`src/hw/rtl/mlpb_ram.sv`:
```
// ----------------------------------------------------------------------------
// mlpb_ram
// Generic single write port, single read port RAM with registered read.
// ----------------------------------------------------------------------------
module mlpb_ram #(
	parameter int WIDTH = 8,
	parameter int DEPTH = 16
) (
	input  logic                     clk,
	input  logic                     we,
	input  logic [$clog2(DEPTH)-1:0] waddr,
	input  logic [WIDTH-1:0]         wdata,
	input  logic [$clog2(DEPTH)-1:0] raddr,
	output logic [WIDTH-1:0]         rdata
);

	logic [WIDTH-1:0] mem_q [DEPTH];

	always_ff @(posedge clk) begin
		if (we) begin
			mem_q[waddr] <= wdata;
		end
		rdata <= mem_q[raddr];
	end

endmodule

```
`config.mk`:
```
export PLATFORM = sky130hd
export DESIGN_NAME = mlpb_ram
export DESIGN_NICKNAME = d
export VERILOG_FILES = /design/src/hw/rtl/mlpb_ram.sv
export SDC_FILE = /design/constraint.sdc
export NUM_CORES = 1
export LEC_CHECK = 0
export ABC_AREA = 1
export BUFFER_PORTS_ARGS = -buffer_cell sky130_fd_sc_hd__buf_2
export CORE_MARGIN = 2
export CORE_UTILIZATION = 39
export CTS_BUF_LIST = sky130_fd_sc_hd__clkbuf_8
export CTS_CLUSTER_SIZE = 16
export DETAILED_ROUTE_END_ITERATION = 10
export PLACE_DENSITY_LB_ADDON = 0.15
export SYNTH_ARGS = -nofsm -noshare
export SYNTH_HDL_FRONTEND = slang
export SYNTH_SLANG_ARGS = --single-unit
```
`constraint.sdc`:
```
create_clock -name clk -period 2.77 [get_ports clk]
set_input_delay 0.1385 -clock clk [delete_from_list [all_inputs] [get_ports clk]]
set_output_delay 0.1385 -clock clk [all_outputs]
set_load 0.01 [all_outputs]
```
-- Yosys cells after proc, flatten, opt, wreduce, memory -nomap -nowiden
Memories as Yosys holds them, arrays and structs flattened. A register that Yosys moved wholly into a read port is not among the register bits.
Cells that the tools add are included.
Widths: inputs -> output; s select.
- bits in registers: 0
- memory bits (writable): 128
- input port bits: 18
- output and inout bits: 8
- logic and storage cells: 3
- memories kept: 1
- multiplexer cells: 2
- memory list (memory ; words ; bits a word ; read ports ; clocked after memory_dff ; wr ports ; line ; source):
    mem_q ; 16 ; 8 ; 1 ; 1 ; 1 ; 17 ; logic [WIDTH-1:0] mem_q [DEPTH];
- operator list (kind ; number):
    $mux 1 ; 2

-- Longest topological paths before layout
- word-level depth: 2
- gate-level depth with buffers: 8

-- Least setup slack after synthesis
OpenSTA, ideal clock, no wires.
- path kind: input-to-reg
- start: in waddr[2]
- end: mem mem_q[10][0], enable pin
- data arrival time: 719 ps
- slack: 1681 ps
- stages on the path: 2
- cell sequence: nand3b_1 -> nor2_1
- RTL lines (element ; line ; source):
    from (decl) ; 11 ; input logic [$clog2(DEPTH)-1:0] waddr,
    to (decl) ; 17 ;
No word-level cell before the write port.

-- Final worst setup path
- start: in waddr[3]
- end: mem mem_q[7][2], enable pin
No word-level cell before the write port.

==> flow_metrics.env <==
export IMPL_cts_hold_buf=0
export IMPL_ys_ff_latch=136
export IMPL_cts_tree="yes"
export IMPL_drv_slew=0
export IMPL_combPwrFrac_pct=6.3
export IMPL_drtIter0Drc=307
export IMPL_cts_made_buffers=17
export IMPL_ant_nets=0
export IMPL_power_leakage_nw=2.76
export IMPL_synth_fp_nets=569
export IMPL_tns_ns=0
export IMPL_routedWlPerCell_um=16.9
export IMPL_ys_top_cells_by_area="edfxtp_1, nand2_1, nand3_1"
export IMPL_n_antenna_cell=0
export IMPL_grt_pass1_vias=3648
export IMPL_maxSlewHeadroom_pct=41.0
export IMPL_hp_start="raddr[3]"
export IMPL_hold_worst_slack_ns=0.0771
export IMPL_synth_edf_count=128
export IMPL_antenna_found_initial=0
export IMPL_gp_congestion=0.807
export IMPL_grt_pass1_wl_um=20600
export IMPL_fillers=1378
export IMPL_seq_power_share_pct=53.0
export IMPL_num_vias=3713
export IMPL_pin_count=26
export IMPL_syn_area_per_cell_sq_um=10.5
export IMPL_worstPathArrival_ns=1.27
export IMPL_initial_core_util_pct=39.8
export IMPL_portBuffers=25
export IMPL_area_growth_pct=11.5
export IMPL_seq_area_sq_um=4000
export IMPL_die_w_um=126
export IMPL_power_density_nw_per_um2=678
export IMPL_htreeDepth=4
export IMPL_die_area_sq_um=15800
export IMPL_yosys_cell_types_count=12
export IMPL_pwr_share_clk_pct=40.7
export IMPL_crit_start="waddr[3]"
export IMPL_cts_root_buf="clkbuf_8"
export IMPL_finClkSkew_ns=0.0122
export IMPL_nets=594
export IMPL_design_core_area_sq_um=14500
export IMPL_ys_warnings_count=0
export IMPL_postCtsSetupRepairBufs=0
export IMPL_p_sw_share_pct=22.2
export IMPL_hp_class="in2reg"
export IMPL_p_switching_mw=0.966
export IMPL_placementRows=44
export IMPL_worst_setup_path_start_kind="primary input"
export IMPL_drive_above_1_share_pct=10.9
export IMPL_synthTopCellsByCount="nand2_1, edfxtp_1, inv_1"
export IMPL_yosys_area_top_type="edfxtp_1"
export IMPL_gr_total_overflow=0
export IMPL_ir_worst_vdd_uv=362
export IMPL_synth_area_sq_um=5770
export IMPL_setup_violations=0
export IMPL_multi_input_area_sq_um=1210
export IMPL_status="finished clean"
export IMPL_cp_required_ns=2.82
export IMPL_dominantRegCellSynth="edfxtp_1"
export IMPL_clockBufferDepth=2
export IMPL_cts_sinks=136
export IMPL_clk_insertion_delay_late_ns=0.43
export IMPL_synthCells=551
export IMPL_fmax_mhz=825
export IMPL_drc=0
export IMPL_endpoint_kind="flip-flop"
export IMPL_critical_path_class="in2reg"
export IMPL_finalHoldViolCount=0
export IMPL_avgViaCountPerCell=4.80
export IMPL_drv_cap=0
export IMPL_period_minus_slack_ns=1.21
export IMPL_clkTransAtPathRegs_ns=0.07
export IMPL_drt_wl_total_um=13100
export IMPL_die_y_um=126
export IMPL_post_cts_resized=0
export IMPL_async_flop_share_pct=0
export IMPL_tightest_slew_ns=0.882
export IMPL_finalCritPeriodShare_pct=43.7
export IMPL_yosysTopAreaCellShare_pct=66.7
export IMPL_grt_max_degree=37
export IMPL_crit_fanout=8
export IMPL_ys_seq_area_share_pct=69.4
export IMPL_yosysMostFrequentCell="nand2_1"
export IMPL_place_hpwl_um=7930
export IMPL_r2r_start="mem_q[8][3]"
export IMPL_firstDrtPassIters=4
export IMPL_grt_setup_unrepaired="no"
export IMPL_p_int_mw=3.39
export IMPL_track_usage_pct=17.5
export IMPL_total_power_mw=4.36
==> cell families (layout without fill, tap and decap cells) <==
family	after synthesis	in the layout	synth area share [%]
and+or+nand+nor	289	289	21.0
DFF	136	136	69.4
buffers and inverters	126	164	9.52
==> metal layers <==
layer / track usage (%) / vias up / routed length (um)
met5: 0 / - / 0
met4: 6.41 / 0 / 242
met3: 3.68 / 13 / 588
met2: 26.3 / 104 / 5970
met1: 25.3 / 1775 / 6280
li1: - / 1821 / -
==> cell usage in the layout (no fill, tap or decap), drive strengths merged <==
master and count:
bufinv 4, inv 102, clkinv 6, nor2 17, buf 30, clkinvlp 3, edfxtp 128, dfxtp 8
nand3 97, nand2 173, nand3b 2, clkbuf 19
==> stage by stage <==
step | setup WS, ns | util, % | instance area (sq um) | std cells
2_1_floorplan | 1.68 | - | 5770 | 551
3_3_place_gp | 1.11 | 41.4 | 5990 | 741
3_5_place_dp | 1.10 | 41.4 | 5990 | 741
4_1_cts | 1.58 | 44.4 | 6430 | 773
5_1_grt | 1.47 | 44.4 | 6430 | 773
6_report | 1.56 | 44.4 | 6430 | 773
==> cell type report <==
type                    count  area share (%)
inverters                 102            5.95
repair buffers             30            2.53
multi-input cells         289            18.9
well taps                 184            3.58
clock inverters            13            2.74
flip-flops and latches    136            62.3
clock buffers              19            4.07
==> state kept, by name, summed over array words and instances, names as in the netlist <==
| signal | count |
|---|---|
| mem_q | 128 |
| rdata | 8 |
==> critical path: stages <==
cell and delay, ns:
buf_2 0.12, nand3b_1 0.27, nor2_1 0.73
==> power groups by stage <==
| stage | combinational (mW) | clock, mW | sequential [mW] |
|---|---|---|---|
| CTS | 0.281 | 1.80 | 2.31 |
| global placement | 0.278 | 0 | 2.36 |
| detailed placement | 0.280 | 0 | 2.36 |
| floorplan | 0.162 | 0 | 2.36 |
| finish | 0.276 | 1.77 | 2.31 |
| global route | 0.311 | 1.89 | 2.31 |
==> final timing paths <==
kind / slack, ns / depth (start not counted) / end
hold reg to reg: 0.69 / 6 / rdata[2]
setup reg to reg: 1.72 / 6 / rdata[3]
hold / removal: 0.08 / 3 / rdata[5]
setup / recovery: 1.56 / 3 / mem_q[7][2]
Note: power is estimated with default switching activity, not from simulation.
