**src/hw/rtl/mlpb_pkg.sv**
```systemverilog
// ----------------------------------------------------------------------------
// mlpb_pkg
// Shared constants and types of the minute log packet binner.
// ----------------------------------------------------------------------------
package mlpb_pkg;

	localparam int MINUTES_PER_DAY = 1440;
	localparam int VALUE_BITS      = 24;

	localparam int READ_BITS = 24;

	// function codes
	localparam logic [1:0] FN_BYTE   = 2'd0;
	localparam logic [1:0] FN_NOTICE = 2'd1;
	localparam logic [1:0] FN_POINT  = 2'd2;
	localparam logic [1:0] FN_READ   = 2'd3;

	// event codes
	localparam logic [1:0] EV_NOT_READY   = 2'd0;
	localparam logic [1:0] EV_NO_RESPONSE = 2'd1;
	localparam logic [1:0] EV_FAULT       = 2'd2;
	localparam logic [1:0] EV_OK          = 2'd3;

	// machine states
	localparam logic [1:0] ST_OFF  = 2'd0;
	localparam logic [1:0] ST_ON   = 2'd1;
	localparam logic [1:0] ST_WORK = 2'd2;

	// result status codes
	localparam logic [2:0] RS_TAKEN   = 3'd0;
	localparam logic [2:0] RS_STORED  = 3'd1;
	localparam logic [2:0] RS_FAULT   = 3'd2;
	localparam logic [2:0] RS_CLEARED = 3'd3;
	localparam logic [2:0] RS_IGNORED = 3'd4;

	// packet phases
	localparam logic [1:0] PH_HEADER = 2'd0;
	localparam logic [1:0] PH_DATA   = 2'd1;
	localparam logic [1:0] PH_IDLE   = 2'd2;

	// configuration register indexes
	localparam logic CFG_OK_CODE      = 1'b0;
	localparam logic CFG_CLEARED_CODE = 1'b1;

	// ceil(2^32 / 60), exact for dividends below 2^22
	localparam logic [26:0] RECIP_60 = 27'd71582789;

	typedef struct packed {
		logic        go;
		logic [15:0] value;
		logic [5:0]  second;
	} split_req_t;

endpackage

```
**src/hw/rtl/mlpb_split.sv**
```systemverilog
// ----------------------------------------------------------------------------
// mlpb_split
// Two-stage unit computing round(v * s / 60) by a reciprocal multiply.
// ----------------------------------------------------------------------------
module mlpb_split
	import mlpb_pkg::*;
(
	input  logic        clk,
	input  logic        arst_n,
	input  split_req_t  req,
	output logic        valid,
	output logic [15:0] cur
);

	logic        vld_s1;
	logic [21:0] x_s1;
	logic        vld_s2;
	logic [15:0] cur_s2;
	logic [48:0] prod;

	assign prod = 49'(x_s1) * 49'(RECIP_60);

	always_ff @(posedge clk or negedge arst_n) begin
		if (!arst_n) begin
			vld_s1 <= 1'b0;
			vld_s2 <= 1'b0;
		end else begin
			vld_s1 <= req.go;
			vld_s2 <= vld_s1;
		end
	end

	always_ff @(posedge clk) begin
		if (req.go) begin
			// plus half of the divisor for rounding
			x_s1 <= 22'(req.value) * 22'(req.second) + 22'd30;
		end
		if (vld_s1) begin
			cur_s2 <= prod[47:32];
		end
	end

	assign valid = vld_s2;
	assign cur   = cur_s2;

endmodule

```
**config.mk**
```make
export PLATFORM = sky130hd
export DESIGN_NAME = mlpb_split
export DESIGN_NICKNAME = d
export VERILOG_FILES = /design/src/hw/rtl/mlpb_pkg.sv /design/src/hw/rtl/mlpb_split.sv
export SDC_FILE = /design/constraint.sdc
export NUM_CORES = 1
export LEC_CHECK = 0
export ABC_CLOCK_PERIOD_IN_PS = 5710
export CORE_MARGIN = 5
export CORE_UTILIZATION = 64
export DETAILED_ROUTE_END_ITERATION = 8
export DONT_BUFFER_PORTS = 1
export MAX_ROUTING_LAYER = met4
export PLACE_DENSITY = 0.8
export SYNTH_ARGS = -nofsm -noshare
export SYNTH_HDL_FRONTEND = slang
export SYNTH_SLANG_ARGS = --single-unit
```
**constraint.sdc**
```tcl
create_clock -name clk -period 5.71 [get_ports clk]
set_input_delay 0.2855 -clock clk [delete_from_list [all_inputs] [get_ports clk]]
set_output_delay 0.2855 -clock clk [all_outputs]
set_load 0.01 [all_outputs]
```
* Word level (Yosys, flattened, before mapping) *
Cells that the tools add are included.

storage, ports and cells
  bits in registers = 40
  input bits = 25
  output and inout bits = 17

cells by class
  $add $sub $neg = 1
  $mul = 2

operators with widths
  operator                  number
  $mul A22 B27 Y48 const B  1
  $add A22 B5 Y22 const B   1
  $mul A16 B6 Y22           1

* Depth between registers and ports, before layout *
Gate-level depths: netlist of the first run.

  depth in word-level cells = 2
  gate-level depth with buffers = 21
  gate-level depth less buffers = 21

* Worst setup path after synthesis of the first run *
Ideal clock, no wire load.

  path type = register to register
  from = register x_s1[10]
  to = register cur_s2[9], in the netlist cur[9], data pin
  arrival time = 4.999 ns
  data required time = 5.445 ns
  setup slack = 0.446 ns
  cell stages (with the launch flop) = 20
  path buffers = 0
  clock period less this slack = 5.264 ns
  cells stage by stage = edfxtp_1 -> ha_1 -> fa_1 -> ha_1 -> ha_1 -> fa_1 -> inv_1 -> fa_1 -> inv_1 -> ha_1 -> ha_1 -> a21o_1 -> a221o_1 -> a221oi_2 -> o211ai_1 -> o21ai_1 -> o211ai_1 -> a31oi_1 -> o21ai_0 -> xor2_1

on the way
  word-level cells in the longest chain between the ends = 1

ends and longest elaborated chain
  item                    RTL line          RTL
  start, declared         mlpb_split.sv:16  logic [21:0] x_s1;
  start signal, assigned  mlpb_split.sv:36  x_s1 <= 22'(req.value) * 22'(req.second) + 22'd30;
  $mul A22 B27 Y48        mlpb_split.sv:21  assign prod = 49'(x_s1) * 49'(RECIP_60);
  named net prod[41]      mlpb_split.sv:19  logic [48:0] prod;
  end signal, assigned    mlpb_split.sv:39  cur_s2 <= prod[47:32];
  end, declared           mlpb_split.sv:18  logic [15:0] cur_s2;

The timed path passes the listed nets, and every way through them passes these cells.
A chain may end at the register's enable or synchronous reset.

* Worst setup path after layout of the first run *
  from = register x_s1[12]
  to = register cur_s2[9], in the netlist cur[9], data pin

The elaborated chain is that of the path after synthesis.

==> results.md, run 1 <==
* CTS tree: built
* Fmax at 182 MHz
* Global Route met1 Usage at 29.8%
* R2R cell count at 19
* Residual DRC at 0
* Yosys warnings at 0
* Mapped Cells at 957
* Final period util at 96.1%
* Clock Path Buffers at 2
* Largest family of logic cells by synthesized area: adder cells
* Die width at 131 um
* Synth Area in Simple Gates at 10.0%
* Post-synthesis adder-cell area fraction at 57.1%
* Die Y-Extent at 131 um
* Top cell type's share of synthesized area at 29.9%
* Vias post-DR at 6507
* Clock sink count at 40
* Run status: finished, final reports clean
* Post-layout util at 68.3%
* Min-Delay Path Class: primary input to flop
* Most frequent cells in the layout: 220 x ha_1, 194 x inv_1, 127 x fa_1, 98 x nand2_1, 38 x edfxtp_1
* I/O Buffers at 0
* Commonest non-fill, non-tap cell in the layout: ha_1
* Diode count at 0
* Synth cell types at 47
* Total congestion overflow at 0
* Num CTS Buffers at 5
* Post-synth top area cell: ha_1
* Initial antenna violation count at 0
* Overall global routing resource usage at 23.3%
* RR Endpoint: cur[9]
* Tmin final at 5490 ps
* Met3 usage at 2.44%
* Wirelength per Cell at 15.3 um
* Worst Path Arrival at 5520 ps
* Fillers at 1074
* Async set-reset flop share out of synthesis at 5.00%
* #FFs+latches synth at 40
* DRT Wirelength at 17700 um
* First-pass GRT wire length at 31300 um
* DIE AREA at 17100 um^2
* Mapped cell area at 9340 um^2
* Crit path kind: flop to flop
* Initial Utilization at 64.7%
* Final nets at 1343
* First drt pass iteration count at 5
* Post-DP HPWL at 15100 um
* Worst Setup Start Kind: flop
* Synth Area per Inst at 9.76 um^2
* Clock Tree Root: clkbuf_16
* Row Count at 44
* Share of layout cells above drive strength 1 at 3.92%
* Number of synthesized flops with an enable pin at 38
* Worst Tran Pin Value at 649 ps
* Iter 0 DRT Violations at 250
* Reg-to-Reg Start: x_s1[12]
* Maxcap violations at 0
* CTS clk-pin slew, worst paths at 70 ps
* Required time worst endpoint at 5750 ps
* Core Region at 14400 um^2
* Setup Skew at 9.17 ps
* Worst Path Max Fanout at 4
* Seq/Total Area, Yosys at 12.8%
* Setup violations, final at 0
* Critical Path End: cur[9]
* Rel. slew slack at 56.7%
* Worst-skew pair later-pin latency at 290 ps
* Register-to-register setup slack at 220 ps
* Vias in the first global route at 6964
* Post-synthesis mux area share at 0%
* CP endpoint kind: flop
* Compound-cell area share of the yosys netlist at 8.75%
* Vias per cell at 5.64
* Top cells by area, synth: ha_1 30%, fa_1 27%, edfxtp_1 12%
* Xor/xnor share of the synthesized area at 3.19%
* Main flop type after synthesis: edfxtp_1
* Fin. max-slew vios at 0
* Final hold violation count at 0
* Net Count, Synth at 1332
* Pin count of the biggest net entering global routing at 24
* Crit path launch: x_s1[12]
* GRT busiest layer: met2
* H-Tree Depth at 2
* Gpl congestion at 0.863
* Top Ports at 42
* Met2 usage at 38.7%
* Layout area overhead at 5.59%
* Antenna Violating Nets Remaining at 0
==> cell families after synthesis <==
kind of cell	count (synthesis)
xor gates and xnor gates	34
and+or+nand+nor	207
AOI/OAI and AO/OA	123
adders and majority gates	350
DFF	40
buffers and inverters	203
==> final cells by class <==
class,instances,area [um^2],share of cell area (%)
sequential,40,1190,12.1
clock buffer,5,125,1.27
clock inverter,3,46.3,0.470
multi-input combinational,714,7440,75.4
inverter,194,728,7.39
timing repair buffer,13,100,1.02
tap,184,230,2.34
==> what timing repair did <==
item,in CTS,in global routing
endpoints found under the hold margin,2,0
setup endpoints to repair,0,9
setup buffers,0,7
resized for setup,0,10
hold buffers,1,0
==> metrics by stage <==
stage | setup TNS (ps) | instances | hold slack, ps | instance area (um^2) | setup WS, ps
2_1_floorplan | 0 | 957 | -10.1 | 9340 | 446
3_3_place_gp | 0 | 1137 | -10.0 | 9570 | 231
3_5_place_dp | 0 | 1137 | -10.0 | 9570 | 131
4_1_cts | 0 | 1146 | 14.7 | 9750 | 98.8
5_1_grt | -36.8 | 1153 | 15.6 | 9860 | -17.8
6_report | 0 | 1153 | 27.3 | 9860 | 224
==> how the worst min path moves through the flow <==
stage	to	cells after the start	startpoint
after global routing	vld_s1	0	req[22]
after detailed placement	valid	0	arst_n
after floorplan	valid	0	arst_n
final	vld_s1	0	req[22]
after CTS	vld_s1	0	req[22]
after global placement	valid	0	arst_n
==> flip-flops by register name, summed over array words and instances (netlist names) <==
register	cells
cur	16
valid	1
vld_s1	1
x_s1	22
==> routing by layer <==
layer	vias up	routed length, um
met5	-	0
met4	0	556
met2	150	8590
li1	3185	-
met1	3134	7840
met3	38	708
==> critical path, stage by stage, from the launching register on <==
cell      delay (ps)
edfxtp_1         410
ha_1             210
fa_1             370
ha_1             300
ha_1             300
fa_1             540
inv_1             50
fa_1             530
inv_1             40
ha_1             330
ha_4             270
a21o_1           160
a221o_1          350
a221oi_2         310
o211ai_1         160
o21ai_2          220
o211ai_1         140
a31oi_2          230
o21ai_0          140
xor2_1           160
==> cell usage after synthesis (all sizes together) (2+ instances only) <==
library cell / number
a21o: 18
or3: 4
inv: 194
o21a: 7
ha: 223
fa: 127
nor2b: 3
xnor2: 21
a31oi: 8
o31ai: 2
and2: 21
nor3: 12
nand2: 99
a21oi: 35
edfxtp: 38
nor2: 32
nand3: 14
and3: 6
nand2b: 7
a211o: 2
o311ai: 2
dfrtp: 2
o21ai: 22
xor2: 13
clkbuf: 9
a221oi: 3
o21bai: 7
o211ai: 7
nand4: 7
a211oi: 3
Power of run 1 is left out: the tool's default activity adds up to more than one toggle a clock period on the data nets, which glitch-free logic cannot reach.
==> inputs of run 2 (changes only) <==
--- a/config.mk
+++ b/config.mk
@@ -5,7 +5,7 @@
 export SDC_FILE = /design/constraint.sdc
 export NUM_CORES = 1
 export LEC_CHECK = 0
-export ABC_CLOCK_PERIOD_IN_PS = 5710
+export ABC_CLOCK_PERIOD_IN_PS = 6250
 export CORE_MARGIN = 5
 export CORE_UTILIZATION = 64
 export DETAILED_ROUTE_END_ITERATION = 8
==> constraint.sdc (replaced) <==
create_clock -name clk -period 6.25 [get_ports clk]
set_input_delay 0.3125 -clock clk [delete_from_list [all_inputs] [get_ports clk]]
set_output_delay 0.3125 -clock clk [all_outputs]
set_load 0.01 [all_outputs]
==> results.md, run 2 (synthesized netlist as in run 1, its figures left out) <==
* Clock sink count at 40 (unchanged)
* RR Endpoint: cur[9]
* Required time worst endpoint at 6290 ps (+540 ps)
* Core Region at 14400 um^2 (unchanged)
* Clock Tree Root: clkbuf_16
* Die Y-Extent at 131 um (unchanged)
* Worst Path Arrival at 5840 ps (+320 ps)
* Vias in the first global route at 6978 (+0.20%)
* Register-to-register setup slack at 450 ps (+230 ps)
* Vias post-DR at 6502 (-0.077%)
* I/O Buffers at 0 (unchanged)
* CP endpoint kind: flop
* Most flop-heavy register: x_s1
* Commonest non-fill, non-tap cell in the layout: ha_1
* Antenna Violating Nets Remaining at 0 (unchanged)
* Tmin final at 5800 ps (+311 ps)
* Worst Path Max Fanout at 6 (+2)
* Final period util at 92.8% (-3.3 points)
* R2R cell count at 19 (unchanged)
* Post-DP HPWL at 15800 um (+4.1%)
* Hold Crit Start: req[22]
* CTS tree: built
* Setup violations, final at 0 (unchanged)
* Layout area overhead at 4.05%
* Hold Path End: vld_s1
* Initial Utilization at 64.7% (unchanged)
* Worst-skew pair later-pin latency at 300 ps (about the same)
* Setup TNS at 0 ps (unchanged)
* Crit path kind: flop to flop
* CTS clk-pin slew, worst paths at 70 ps (about the same)
* First drt pass iteration count at 6 (+1)
* Num CTS Buffers at 5 (unchanged)
* Iter 0 DRT Violations at 268 (+7.2%)
* Share of layout cells above drive strength 1 at 1.78% (-2.1 points)
* Row Count at 44 (unchanged)
* Run status: finished, final reports clean
* Worst Setup Start Kind: flop
* Final hold violation count at 0 (unchanged)
* Total congestion overflow at 0 (unchanged)
* Die width at 131 um (unchanged)
* Overall global routing resource usage at 23.9% (+0.54 points)
* Most frequent cells in the layout: 223 x ha_1, 194 x inv_1, 127 x fa_1, 99 x nand2_1, 38 x edfxtp_1
* Hold depth at 0 (unchanged)
* Setup Skew at 14.7 ps (+5.49 ps)
* Pin count of the biggest net entering global routing at 24 (unchanged)
* Wirelength per Cell at 15.9 um (+3.5%)
* Fmax at 173 MHz (-5.4%)
* Diode count at 0 (unchanged)
* First-pass GRT wire length at 32000 um (+2.4%)
* Initial antenna violation count at 0 (unchanged)
* Max reg flops at 22 (unchanged)
* Maxcap violations at 0 (unchanged)
* RSZ-0062 raised after global routing: false
* Fin. max-slew vios at 0 (unchanged)
* Residual DRC at 0 (unchanged)
* Reg-to-Reg Start: x_s1[10]
* H-Tree Depth at 2 (unchanged)
* Vias per cell at 5.70 (+0.97%)
* Worst Tran Pin Value at 700 ps (+50.6 ps)
* DIE AREA at 17100 um^2 (unchanged)
* Min-Delay Path Class: primary input to flop
* Top Ports at 42 (unchanged)
* Clock Path Buffers at 2 (unchanged)
* Final nets at 1331 (-0.89%)
* Gpl congestion at 0.881 (+2.1%)
* Rel. slew slack at 53.4% (-3.4 points)
* DRT Wirelength at 18100 um (+2.4%)
* Post-CTS setup buffers at 0 (unchanged)
[run 2: cell count changes in the layout (fill, tap and decap cells not counted), sizes merged]
cell,change
buf,-12
[run 2: cell type report]
| class | count | area [um^2] |
|---|---|---|
| well taps | 184 | 230 |
| repair buffers | 1 | 10.0 |
| clock buffers | 5 | 125 |
| inverters | 194 | 728 |
| fillers | 1085 | 4710 |
| flip-flops and latches | 40 | 1190 |
| clock inverters | 3 | 46.3 |
| multi-input cells | 714 | 7380 |
[run 2: worst max path at each step]
stage	startpoint	end	slack (ps)
5_1_grt	x_s1[10]	cur[14]	150
2_1_floorplan	x_s1[10]	cur[9]	990
3_3_place_gp	x_s1[10]	cur[9]	600
4_1_cts	x_s1[10]	cur[14]	460
6_report	x_s1[10]	cur[9]	450
3_5_place_dp	x_s1[10]	cur[14]	490
[run 2: metal layers]
metal  GRT usage [%]  vias to the layer above  wire length (um)
met2            40.8                      156              9020
li1                -                     3162                 -
met4            7.14                        0               451
met1            29.5                     3141              7900
met3            3.62                       43               748
met5               -                        -                 0
[run 2: worst max-delay path, cell delays in order (launching register included)]
cell and delay (ps):
edfxtp_1 520, ha_1 290, fa_1 380, ha_1 310, ha_1 310, fa_1 530, inv_1 50, fa_1 530
inv_1 40, ha_1 290, ha_1 340, a21o_1 180, a221o_1 340, a221oi_2 260, o211ai_1 120, o21ai_1 260
o211ai_1 160, a31oi_1 300, o21ai_0 160, xor2_1 160
[run 2: timing repair]
action / CTS / global route
endpoints found under the setup margin: 0 / 0
hold buffers: 1 / 0
hold endpoints to repair: 2 / 0
resized for setup: 0 / 0
[run 2: per-stage QoR]
step           hold slack (ps)  utilization, %  setup WS [ps]  area (um^2)  std cells
2_1_floorplan             16.9               -            986         9340        957
3_3_place_gp              17.0            66.1            599         9530       1132
3_5_place_dp              17.0            66.1            490         9530       1132
4_1_cts                   41.9            67.3            463         9710       1141
5_1_grt                   37.9            67.3            151         9710       1141
6_report                  51.4            67.3            453         9710       1141
Power of run 2 is left out for the same reason.
==> inputs of run 3 (changes only) <==
--- a/config.mk
+++ b/config.mk
@@ -6,7 +6,7 @@
 export NUM_CORES = 1
 export LEC_CHECK = 0
 export ABC_CLOCK_PERIOD_IN_PS = 6250
-export CORE_MARGIN = 5
+export CORE_MARGIN = 2
 export CORE_UTILIZATION = 64
 export DETAILED_ROUTE_END_ITERATION = 8
 export DONT_BUFFER_PORTS = 1
==> results.md, run 3 (synthesized netlist as in run 1, its figures left out) <==
* Run status: finished, final reports clean
* Clock Path Buffers at 2 (unchanged)
* Gpl congestion at 0.914 (+3.8%)
* Total congestion overflow at 0 (unchanged)
* First-pass GRT wire length at 31300 um (-2.3%)
* Share of layout cells above drive strength 1 at 1.78% (unchanged)
* Final hold violation count at 0 (unchanged)
* Clock Tree Root: clkbuf_16
* Layout Cells excl Fill at 1141 (unchanged)
* Area taken by multi-input logic gates at 7380 um^2 (unchanged)
* Crit path launch: x_s1[10]
* Worst Path Arrival at 5950 ps (+110 ps)
* Wirelength per Cell at 15.6 um (-2.0%)
* Worst Path Max Fanout at 6 (unchanged)
* Worst Tran Pin Value at 658 ps (-41.5 ps)
* Worst-skew pair later-pin latency at 290 ps (about the same)
* RR Endpoint: cur[14]
* Row Count at 44 (unchanged)
* Initial antenna violation count at 0 (unchanged)
* Slowest cell on crit path: a221oi_1
* Required time worst endpoint at 6330 ps (+40 ps)
* GRT busiest layer: met2
* Register-to-register setup slack at 390 ps (-70 ps)
* Crit path largest cell delay at 580 ps (+50 ps)
* Num CTS Buffers at 5 (unchanged)
* Rel. slew slack at 56.1% (+2.8 points)
* Fmax at 171 MHz (-1.1%)
* Crit-path cells: ha_1 -> fa_1 -> ha_1 -> ha_1 -> fa_1 -> inv_1 -> fa_1 -> inv_1 -> ha_1 -> ha_1 -> o21ai_0 -> o21ai_0 -> o211ai_1 -> a221oi_1 -> nor4_1 -> nor3_1 -> o21bai_1 -> a211o_1 -> o311ai_0
* Setup Skew at 7.45 ps (-7.20 ps)
* Initial Utilization at 65.0% (+0.25 points)
* Total placed instance area at 9530 um^2 (unchanged)
* Placed cells at 1132 (unchanged)
* DRT Wirelength at 17800 um (-2.0%)
* Vias post-DR at 6483 (-0.29%)
* Most flop-heavy register: x_s1
* Core Region at 14400 um^2 (-0.38%)
* Max reg flops at 22 (unchanged)
* Maxcap violations at 0 (unchanged)
* CP endpoint kind: flop
* Layout area overhead at 4.05% (unchanged)
* Cell mode on critical path: ha_1
* Residual DRC at 0 (unchanged)
* Overall global routing resource usage at 25.1% (+1.2 points)
* Min-Delay Path Class: primary input to flop
* Fillers at 1083 (-0.18%)
* Diode count at 0 (unchanged)
* Met3 usage at 2.36% (-1.3 points)
* Worst path buffer plus inverter count at 2 (unchanged)
* Vias in the first global route at 7027 (+0.70%)
* Setup violations, final at 0 (unchanged)
* Post-DP HPWL at 15500 um (-1.4%)
* Die width at 125 um (-4.6%)
* Pin count of the biggest net entering global routing at 24 (unchanged)
* Final period util at 93.8% (+1.1 points)
* I/O Buffers at 0 (unchanged)
* Setup TNS at 0 ps (unchanged)
* Clock sink count at 40 (unchanged)
* Commonest non-fill, non-tap cell in the layout: ha_1
* Final nets at 1331 (unchanged)
* H-Tree Depth at 2 (unchanged)
* First drt pass iteration count at 5 (-1)
* CP Depth at 19 (unchanged)
* Post-CTS setup buffers at 0 (unchanged)
* Crit path kind: flop to flop
* Die Y-Extent at 125 um (-4.6%)
* CTS tree: built
* R2R cell count at 19 (unchanged)
* Vias per cell at 5.68 (-0.29%)
* Reg-to-Reg Start: x_s1[10]
* Critical Path End: cur[14]
* Tmin final at 5860 ps (+66.2 ps)
* DIE AREA at 15600 um^2 (-9.0%)
* Most frequent cells in the layout: 223 x ha_1, 194 x inv_1, 127 x fa_1, 99 x nand2_1, 38 x edfxtp_1
* Met2 usage at 43.8% (+3.0 points)
* Fin. max-slew vios at 0 (unchanged)
* CTS clk-pin slew, worst paths at 60 ps (about the same)
* CP top delay family: adder cells
* Worst Setup Start Kind: flop
* Antenna Violating Nets Remaining at 0 (unchanged)
* Global Route met1 Usage at 31.1% (+1.7 points)
* Post-route cell area at 9710 um^2 (unchanged)
* RSZ-0062 raised after global routing: false
* Flip-flop and latch area at 1190 um^2 (unchanged)
* Top Ports at 42 (unchanged)
* Iter 0 DRT Violations at 283 (+5.6%)
[run 3: repair_timing]
action / 4_1_cts / 5_1_grt
hold endpoints to repair: 2 / 0
hold buffers: 1 / 0
gates resized for setup: 0 / 0
[run 3: final cells by class]
cell class	instances	area share (%)
multi-input combinational	714	76.0
timing repair buffer	1	0.103
tap	184	2.37
clock buffer	5	1.29
clock inverter	3	0.477
inverter	194	7.50
sequential	40	12.3
[run 3: worst min path at each step]
stage,from,to,cells past startpoint
2_1_floorplan,arst_n,valid,0
3_3_place_gp,arst_n,valid,0
3_5_place_dp,arst_n,valid,0
4_1_cts,req[22],vld_s1,0
5_1_grt,req[22],vld_s1,0
6_report,req[22],vld_s1,0
[run 3: stage by stage]
| stage | utilization (%) | setup WS (ps) | hold WS [ps] |
|---|---|---|---|
| floorplan | - | 986 | 16.9 |
| global placement | 66.3 | 560 | 16.9 |
| detailed placement | 66.3 | 505 | 16.9 |
| CTS | 67.6 | 483 | 44.2 |
| global route | 67.6 | 116 | 38.5 |
| finish | 67.6 | 387 | 56.4 |
[run 3: layer usage]
layer | part of all wire (%) | vias up
met2 | 50 | 150
met3 | 3.5 | 27
met4 | 2.2 | 0
met1 | 44 | 3147
met5 | 0 | -
li1 | - | 3159
[run 3: worst reg2reg max path, stage by stage (launching register included)]
cell	delay, ps
edfxtp_1	510
ha_1	270
fa_1	360
ha_1	300
ha_1	310
fa_1	530
inv_1	50
fa_1	530
inv_1	50
ha_1	290
ha_1	330
o21ai_0	90
o21ai_0	150
o211ai_1	100
a221oi_1	580
nor4_1	130
nor3_1	480
o21bai_1	190
a211o_1	280
o311ai_0	100
Power of run 3 is left out for the same reason.
